## src/rmv_pkg.sv

```systemverilog
// ----------------------------------------------------------------------------
// rmv_pkg
// Types, constants and codes shared by the running mean / variance block.
// ----------------------------------------------------------------------------
package rmv_pkg;

  // Field widths
  localparam int SAMPLE_W  = 32;                   // used bits of a sample, 8..32
  localparam int FRAC_W    = 16;                   // fraction bits of the mean
  localparam int CNT_W     = 32;
  localparam int SMP_W     = 32;                   // sample field width
  localparam int MEAN_W    = SMP_W + FRAC_W;       // 48
  localparam int SUM_W     = 64;
  localparam int PROD_W    = 2 * MEAN_W;           // full product width, 96
  localparam int ALU_W     = 64;

  // Iteration counts of the shared unit
  localparam int DIV_STEPS = SUM_W;                // quotient bits per divide
  localparam int MUL_STEPS = MEAN_W;               // multiplier bits per multiply
  localparam int STEP_W    = $clog2(DIV_STEPS);

  localparam logic CMD_ADD   = 1'b0;
  localparam logic CMD_CLEAR = 1'b1;

  typedef struct packed {
    logic               command;
    logic [SMP_W-1:0]   sample;
  } in_item_t;

  typedef struct packed {
    logic [CNT_W-1:0]   sample_total;
    logic [MEAN_W-1:0]  mean_value;
    logic [SUM_W-1:0]   variance_value;
    logic [SMP_W-1:0]   smallest_seen;
    logic [SMP_W-1:0]   largest_seen;
    logic [SUM_W-1:0]   value_sum;
  } out_item_t;

  typedef enum logic [3:0] {
    ST_IDLE,
    ST_CMP,
    ST_MAG,
    ST_DIV,
    ST_MEAN,
    ST_D2,
    ST_MUL,
    ST_ACC,
    ST_VDIV,
    ST_FIN
  } state_t;

  typedef enum logic {
    OP_ADD,
    OP_SUB
  } alu_op_t;

  typedef struct packed {
    logic               carry;   // carry out on add, borrow on subtract
    logic [ALU_W-1:0]   value;
  } alu_res_t;

  // Control from the port side to the sequencer
  typedef struct packed {
    logic start;
    logic taken;
  } core_ctl_t;

  // Status from the sequencer to the port side
  typedef struct packed {
    logic idle;
    logic done;
  } core_stat_t;

endpackage

```

## src/running_mean_variance_stats.sv

```systemverilog
// ----------------------------------------------------------------------------
// running_mean_variance_stats
// Welford running mean and population variance over unsigned samples, with
// count, min, max and total.
//
//   channel   valid          stall          item
//   sample    sample_valid   sample_stall   sample_item (command, sample)
//   stats     stats_valid    stats_stall    stats_item  (six statistics)
//
// A sample item runs from acceptance to its result in the output register
// through the compare and magnitude states, 64 divide steps for the mean,
// the mean and deviation updates, 48 multiply steps, an accumulate and 64
// divide steps for the variance, all on the one shared 64-bit adder. A clear
// item skips the arithmetic. Reset zeros all statistics. A result held by
// stats_stall makes the core wait with its next result, accepting no new item.
// ----------------------------------------------------------------------------
module running_mean_variance_stats import rmv_pkg::*; (
  input  logic      clk,
  input  logic      rst,
  input  logic      sample_valid,
  output logic      sample_stall,
  input  in_item_t  sample_item,
  output logic      stats_valid,
  input  logic      stats_stall,
  output out_item_t stats_item
);

  core_ctl_t  ctl;
  core_stat_t stat;
  out_item_t  result;
  logic       load;

  rmv_core u_core (
    .clk    (clk),
    .rst    (rst),
    .ctl    (ctl),
    .item   (sample_item),
    .stat   (stat),
    .result (result)
  );

  assign sample_stall = !stat.idle;
  assign load         = stat.done && (!stats_valid || !stats_stall);
  assign ctl.start    = sample_valid && stat.idle;
  assign ctl.taken    = load;

  always_ff @(posedge clk) begin
    if (rst) begin
      stats_valid <= 1'b0;
    end else if (load) begin
      stats_valid <= 1'b1;
    end else if (!stats_stall) begin
      stats_valid <= 1'b0;
    end
  end

  always_ff @(posedge clk) begin
    if (load) begin
      stats_item <= result;
    end
  end

  a_min_le_max: assert property (@(posedge clk) disable iff (rst)
    stats_valid |-> stats_item.smallest_seen <= stats_item.largest_seen)
    else $error("smallest_seen above largest_seen");

  a_var_zero: assert property (@(posedge clk) disable iff (rst)
    stats_valid && stats_item.sample_total < CNT_W'(2) |-> stats_item.variance_value == '0)
    else $error("variance nonzero below two samples");

  a_empty_zero: assert property (@(posedge clk) disable iff (rst)
    stats_valid && stats_item.sample_total == '0
      |-> stats_item.value_sum == '0 && stats_item.mean_value == '0)
    else $error("statistics nonzero with no samples");

  a_one_at_a_time: assert property (@(posedge clk) disable iff (rst)
    sample_valid && !sample_stall |=> sample_stall)
    else $error("second item accepted while busy");

endmodule

```

## src/rmv_addsub.sv

```systemverilog
// ----------------------------------------------------------------------------
// rmv_addsub
// Shared 64-bit adder / subtractor with carry and borrow out.
// ----------------------------------------------------------------------------
module rmv_addsub import rmv_pkg::*; (
  input  alu_op_t          op,
  input  logic [ALU_W-1:0] a,
  input  logic [ALU_W-1:0] b,
  output alu_res_t         res
);

  logic [ALU_W:0] ext;

  always_comb begin
    case (op)
      OP_ADD:  ext = {1'b0, a} + {1'b0, b};
      OP_SUB:  ext = {1'b0, a} - {1'b0, b};
      default: ext = '0;
    endcase
    res.carry = ext[ALU_W];
    res.value = ext[ALU_W-1:0];
  end

endmodule

```

## src/rmv_core.sv

```systemverilog
// ----------------------------------------------------------------------------
// rmv_core
// Statistics registers and the sequencer that drives the shared adder through
// the mean divide, the deviation multiply and the variance divide.
// ----------------------------------------------------------------------------
module rmv_core import rmv_pkg::*; (
  input  logic       clk,
  input  logic       rst,
  input  core_ctl_t  ctl,
  input  in_item_t   item,
  output core_stat_t stat,
  output out_item_t  result
);

  state_t state, state_next;

  // Statistics
  logic [CNT_W-1:0]  count;
  logic [MEAN_W-1:0] mean;
  logic [SUM_W-1:0]  dev;
  logic [SMP_W-1:0]  min_val;
  logic [SMP_W-1:0]  max_val;
  logic [SUM_W-1:0]  total;

  // Work registers
  logic [MEAN_W-1:0] xf;
  logic              neg;
  logic [MEAN_W-1:0] mag;
  logic [SUM_W-1:0]  wq;       // dividend shifting out, quotient shifting in
  logic [CNT_W-1:0]  rem;
  logic [PROD_W-1:0] prod;
  logic [STEP_W-1:0] step;

  alu_op_t          alu_op;
  logic [ALU_W-1:0] alu_a, alu_b;
  alu_res_t         alu;

  logic [CNT_W:0]    rem_sh;
  logic [SMP_W-1:0]  x;
  logic [SUM_W:0]    total_sum;
  logic [SUM_W-1:0]  dev_new;
  logic              last_div, last_mul;

  rmv_addsub u_addsub (
    .op  (alu_op),
    .a   (alu_a),
    .b   (alu_b),
    .res (alu)
  );

  assign rem_sh    = {rem, wq[SUM_W-1]};
  assign x         = SMP_W'(item.sample[SAMPLE_W-1:0]);
  assign total_sum = {1'b0, total} + {{(SUM_W-SMP_W+1){1'b0}}, x};
  assign dev_new   = alu.carry ? '1 : alu.value;
  assign last_div  = (step == STEP_W'(DIV_STEPS - 1));
  assign last_mul  = (step == STEP_W'(MUL_STEPS - 1));

  always_ff @(posedge clk) begin
    if (rst) begin
      state <= ST_IDLE;
    end else begin
      state <= state_next;
    end
  end

  always_comb begin
    state_next = state;
    alu_op     = OP_ADD;
    alu_a      = '0;
    alu_b      = '0;
    case (state)
      ST_IDLE: begin
        if (ctl.start) begin
          state_next = (item.command == CMD_CLEAR) ? ST_FIN : ST_CMP;
        end
      end
      ST_CMP: begin
        alu_op     = OP_SUB;
        alu_a      = ALU_W'(xf);
        alu_b      = ALU_W'(mean);
        state_next = ST_MAG;
      end
      ST_MAG: begin
        alu_op     = OP_SUB;
        alu_a      = neg ? ALU_W'(mean) : ALU_W'(xf);
        alu_b      = neg ? ALU_W'(xf) : ALU_W'(mean);
        state_next = ST_DIV;
      end
      ST_DIV, ST_VDIV: begin
        alu_op = OP_SUB;
        alu_a  = ALU_W'(rem_sh);
        alu_b  = ALU_W'(count);
        if (last_div) begin
          state_next = (state == ST_DIV) ? ST_MEAN : ST_FIN;
        end
      end
      ST_MEAN: begin
        alu_op     = neg ? OP_SUB : OP_ADD;
        alu_a      = ALU_W'(mean);
        alu_b      = ALU_W'(wq[MEAN_W-1:0]);
        state_next = ST_D2;
      end
      ST_D2: begin
        alu_op     = OP_SUB;
        alu_a      = neg ? ALU_W'(mean) : ALU_W'(xf);
        alu_b      = neg ? ALU_W'(xf) : ALU_W'(mean);
        state_next = ST_MUL;
      end
      ST_MUL: begin
        alu_op = OP_ADD;
        alu_a  = ALU_W'(prod[PROD_W-1:MEAN_W]);
        alu_b  = prod[0] ? ALU_W'(mag) : '0;
        if (last_mul) begin
          state_next = ST_ACC;
        end
      end
      ST_ACC: begin
        alu_op     = OP_ADD;
        alu_a      = dev;
        alu_b      = prod[PROD_W-1:2*FRAC_W];
        state_next = ST_VDIV;
      end
      ST_FIN: begin
        if (ctl.taken) begin
          state_next = ST_IDLE;
        end
      end
      default: state_next = ST_IDLE;
    endcase
  end

  always_ff @(posedge clk) begin
    if (rst) begin
      count   <= '0;
      mean    <= '0;
      dev     <= '0;
      min_val <= '0;
      max_val <= '0;
      total   <= '0;
    end else begin
      case (state)
        ST_IDLE: begin
          if (ctl.start) begin
            if (item.command == CMD_CLEAR) begin
              count   <= '0;
              mean    <= '0;
              dev     <= '0;
              min_val <= '0;
              max_val <= '0;
              total   <= '0;
            end else begin
              if (count != '1) begin
                count <= count + CNT_W'(1);
              end
              total <= total_sum[SUM_W] ? '1 : total_sum[SUM_W-1:0];
              if (count == '0) begin
                min_val <= x;
                max_val <= x;
              end else begin
                if (x < min_val) min_val <= x;
                if (x > max_val) max_val <= x;
              end
            end
          end
        end
        ST_MEAN: mean <= alu.value[MEAN_W-1:0];
        ST_ACC:  dev  <= dev_new;
        default: ;
      endcase
    end
  end

  // Work registers carry no reset
  always_ff @(posedge clk) begin
    case (state)
      ST_IDLE: begin
        xf   <= {x, {FRAC_W{1'b0}}};
        step <= '0;
      end
      ST_CMP: neg <= alu.carry;
      ST_MAG: begin
        mag  <= alu.value[MEAN_W-1:0];
        wq   <= SUM_W'(alu.value[MEAN_W-1:0]);
        rem  <= '0;
        step <= '0;
      end
      ST_DIV, ST_VDIV: begin
        // restore when the trial subtract borrows
        wq   <= {wq[SUM_W-2:0], ~alu.carry};
        rem  <= alu.carry ? rem_sh[CNT_W-1:0] : alu.value[CNT_W-1:0];
        step <= step + STEP_W'(1);
      end
      ST_D2: begin
        prod <= PROD_W'(alu.value[MEAN_W-1:0]);
        step <= '0;
      end
      ST_MUL: begin
        prod <= {alu.value[MEAN_W:0], prod[MEAN_W-1:1]};
        step <= step + STEP_W'(1);
      end
      ST_ACC: begin
        wq   <= dev_new;
        rem  <= '0;
        step <= '0;
      end
      default: ;
    endcase
  end

  assign stat.idle = (state == ST_IDLE);
  assign stat.done = (state == ST_FIN);

  always_comb begin
    result.sample_total   = count;
    result.mean_value     = mean;
    result.variance_value = (count >= CNT_W'(2)) ? wq : '0;
    result.smallest_seen  = min_val;
    result.largest_seen   = max_val;
    result.value_sum      = total;
  end

endmodule

```

## config.mk

```make
export PLATFORM = sky130hd
export DESIGN_NAME = running_mean_variance_stats
export DESIGN_NICKNAME = d
export VERILOG_FILES = /design/src/rmv_pkg.sv /design/src/running_mean_variance_stats.sv /design/src/rmv_addsub.sv /design/src/rmv_core.sv
export SDC_FILE = /design/constraint.sdc
export NUM_CORES = 2
export LEC_CHECK = 0
export ABC_AREA = 1
export BUFFER_PORTS_ARGS = -buffer_cell sky130_fd_sc_hd__buf_2
export CORE_MARGIN = 2
export CORE_UTILIZATION = 35
export CTS_CLUSTER_DIAMETER = 40
export CTS_CLUSTER_SIZE = 40
export DETAILED_ROUTE_END_ITERATION = 10
export PLACE_DENSITY = 0.49
export SYNTH_ARGS = -nofsm -noshare
export SYNTH_HDL_FRONTEND = slang
export SYNTH_SLANG_ARGS = --single-unit
export TNS_END_PERCENT = 1
```

## constraint.sdc

```tcl
create_clock -name clk -period 19.08 [get_ports clk]
set_clock_uncertainty 0.1 [all_clocks]
set_input_delay 3.816 -clock clk [delete_from_list [all_inputs] [get_ports clk]]
set_output_delay 3.816 -clock clk [all_outputs]
set_load 0.02 [all_outputs]
```

==> results.yml <==
setup_path:
  max_stage_delay_ps: 820
  cp.required_ps: 19600
  crit_slowest_cell: "clkinv_1"
  reg2reg_from: "u_core.state[2]"
  reg2reg_depth: 35
  crit_fanout: 33
  cpMostUsedCell: "nand2_1"
  worstReg2RegEnd: "u_core.rem[31]"
  crit_type: "reg2reg"
  setup.worst_path.end_class: "flop"
  worstSetupStartpointType: "flop"
  cp.arrival_ps: 9550
  ff2ff_setup_slack_ps: 10050
clock_tree:
  cts.hold.buffers_added: 0
  htreeDepth: 4
  clk_latency_ps: 790
  tritoncts: "yes"
  clockBufferDepth: 3
  clkTransAtPathRegs_ps: 50
  cts_root_buf: "clkbuf_16"
  ctsResizeCount: 0
  cts_setup_buffers: 0
  numCtsBuffers: 143
  clock-sinks: 828
layout:
  layout-drive-gt1-share_pct: 12.60
  areaGrowthSynthToFinish_pct: 16.94
  diodes: 0
  fin_nets: 6446
  fill_cells: 13700
  finalInstanceArea_um2: 55160
floorplan:
  num_rows: 134
  start_util_pct: 35.30
  core_area_um2: 133600
  die_w_um: 371.1
  die-area_um2: 137700
  ios: 311
  die_h_um: 371.1
flow_run:
  drv_cap: 0
place:
  post-dp-hpwl_mm: 151.8
  dpl_cell_area_um2: 50190
  port_buffers: 310
  gp_congestion: 0.9876
route:
  dr.pass1.iters: 6
  drtIter0Drc: 4192
  viasPerCell: 5.325
  drtAntennaViolNets: 0
  vias: 43300
  wl_mm: 201.3
  wl_per_cell_um: 24.75
  drc: 0
timing:
  tightest_slew_ps: 1288
  timing.final.crit_share_pct: 47.34
  hold_violations: 0
  relSlewSlack_pct: 14.11
  setup-violations-final: 0
  fin_crit_ps: 9033
  rsz0062_at_grt: "false"
  final_max_slew_viol_count: 0
  finalSetupTns_ps: 0
  fmax_ghz: 0.1107
synthesis:
  synth_flop_cell: "edfxtp_1"
  ys_seq_area_share_pct: 46.84
  synth.ff_latch_count: 828
  synth_edf_count: 551
  syn_avg_cell_area_um2: 7.890
  netlist_area_um2: 47170
  post_synth_num_cell_types: 56
  syn-num-nets: 6181
  yosys_warnings: 0
  muxShareOfSynthArea_pct: 0
  synth-simple-area-share_pct: 28.88
  synthXorXnorAreaFrac_pct: 2.006
  syn_inst: 5978
  synth_top_family_by_area: "simple AND/OR/NAND/NOR gates"
  synth_compound_area_share_pct: 10.12
  async_flop_share_pct: 0
  synthAdderAreaFrac_pct: 4.435
worst_hold_path:
  hold_depth: 0
  whs_endpoint: "stats_item[98]"
  hold_start: "u_core.min_val[2]"
  min_path_type: "reg2reg"
grt:
  grt_max_degree: 105
  grt_pass1_wl_mm: 288.3
  gr-usage-all-layers_pct: 28.70
  grt_overflow: 0
  grt_pass1_vias: 41180
  antenna_found_initial: 10
run_status:
  status: "finished, final reports clean"
worst max path at each step:
stage               startpoint             end
3_5_place_dp   u_core.state[2]  u_core.rem[31]
2_1_floorplan      stats_stall   stats_item[0]
6_report       u_core.state[2]  u_core.rem[31]
5_1_grt        u_core.state[2]  u_core.rem[19]
3_3_place_gp   u_core.state[2]  u_core.rem[29]
4_1_cts        u_core.state[2]  u_core.rem[31]
synthesized netlist by cell type (4+ instances only):
cell,number,area share [%]
nand3_4,20,0.74
nand2_4,9,0.21
dfxtp_1,277,12
nand3b_1,31,0.49
nand3_2,38,0.81
nor4_1,21,0.28
a21o_1,16,0.25
nand2_1,1573,13
a21oi_2,28,0.52
nand2_2,33,0.44
clkbuf_1,161,1.3
buf_2,17,0.18
o21ai_0,200,2.1
xnor2_1,35,0.65
o21bai_1,13,0.21
o2111ai_1,9,0.17
nor2_2,14,0.19
nor2_4,7,0.17
or2_2,27,0.36
a22oi_1,48,0.76
o21a_1,18,0.29
ha_1,164,4.4
edfxtp_1,551,35
nor2_1,790,6.3
buf_4,14,0.22
xor2_1,73,1.4
inv_1,635,5.1
nand4_1,53,0.70
a21oi_1,434,4.6
nand3_1,437,4.6
buf_6,21,0.50
a21boi_0,14,0.22
o211ai_1,15,0.24
a211oi_1,5,0.080
buf_1,15,0.12
buf_12,5,0.21
inv_2,11,0.088
a31oi_1,16,0.21
nor3_1,77,0.82
clkinv_1,4,0.032
o21ai_1,23,0.24
critical path: cells and delay by family (launching register included):
family	cells	cell delay (ps)
buffers and inverters	7	2590
and+or+nand+nor	25	4810
DFF	1	490
xor gates and xnor gates	1	170
adders and majority gates	2	560
metrics by stage:
stage | instances | hold slack [ps] | worst slack [ps] | util [%]
global route | 8132 | 376.2 | 9582 | 41.28
detailed placement | 7866 | 346.4 | 10280 | 37.56
CTS | 8132 | 359.4 | 10250 | 41.28
floorplan | 5978 | 306.4 | 1119 | -
finish | 8132 | 356.2 | 10050 | 41.28
global placement | 7866 | 346.2 | 10450 | 37.56
layer usage:
metal / GRT usage [%] / part of all wire (%)
met5: 0 / 0.051
met4: 10.62 / 3.6
met3: 4.592 / 6.5
met2: 44.32 / 44
met1: 40.34 / 46
logic make-up after synthesis:
logic type	after synthesis
flip-flops	828
adder cells (fa/ha/maj)	166
AO/OA/AOI/OAI	849
buffers and inverters	884
AND/OR/NAND/NOR	3143
XOR/XNOR	108
layout by cell type, fill, tap and decap left out, types with 44 or more instances in the layout:
cell type	n
buf_4	44
ha_1	164
clkbuf_16	148
nand2_1	1569
a22oi_1	48
xor2_1	73
inv_1	631
nand3_1	437
nor3_1	77
nor2_1	786
buf_2	309
a21oi_1	433
nand4_1	53
edfxtp_1	551
dfxtp_1	277
o21ai_0	198
layout make-up:
cell class / count / area [um^2] / area share (%)
well taps: 1768 / 2212 / 4.011
clock inverters: 88 / 1061 / 1.924
flip-flops and latches: 828 / 22090 / 40.05
inverters: 650 / 2444 / 4.430
repair buffers: 354 / 1888 / 3.423
multi-input cells: 4266 / 21550 / 39.08
clock buffers: 178 / 3906 / 7.082
state kept, by name, indices dropped and copies added, names as in the netlist:
| signal | count |
|---|---|
| stats_item | 272 |
| u_core.prod | 96 |
| u_core.dev | 64 |
| u_core.total | 64 |
| u_core.wq | 64 |
| u_core.mag | 48 |
| u_core.mean | 48 |
| u_core.count | 32 |
| u_core.max_val | 32 |
| u_core.min_val | 32 |
| u_core.rem | 32 |
| u_core.xf | 32 |
| u_core.step | 6 |
| u_core.state | 4 |
| stats_valid | 1 |
| u_core.neg | 1 |
Power is left out: the tool's default activity adds up to more than one toggle a clock period on the data nets, which glitch-free logic cannot reach.
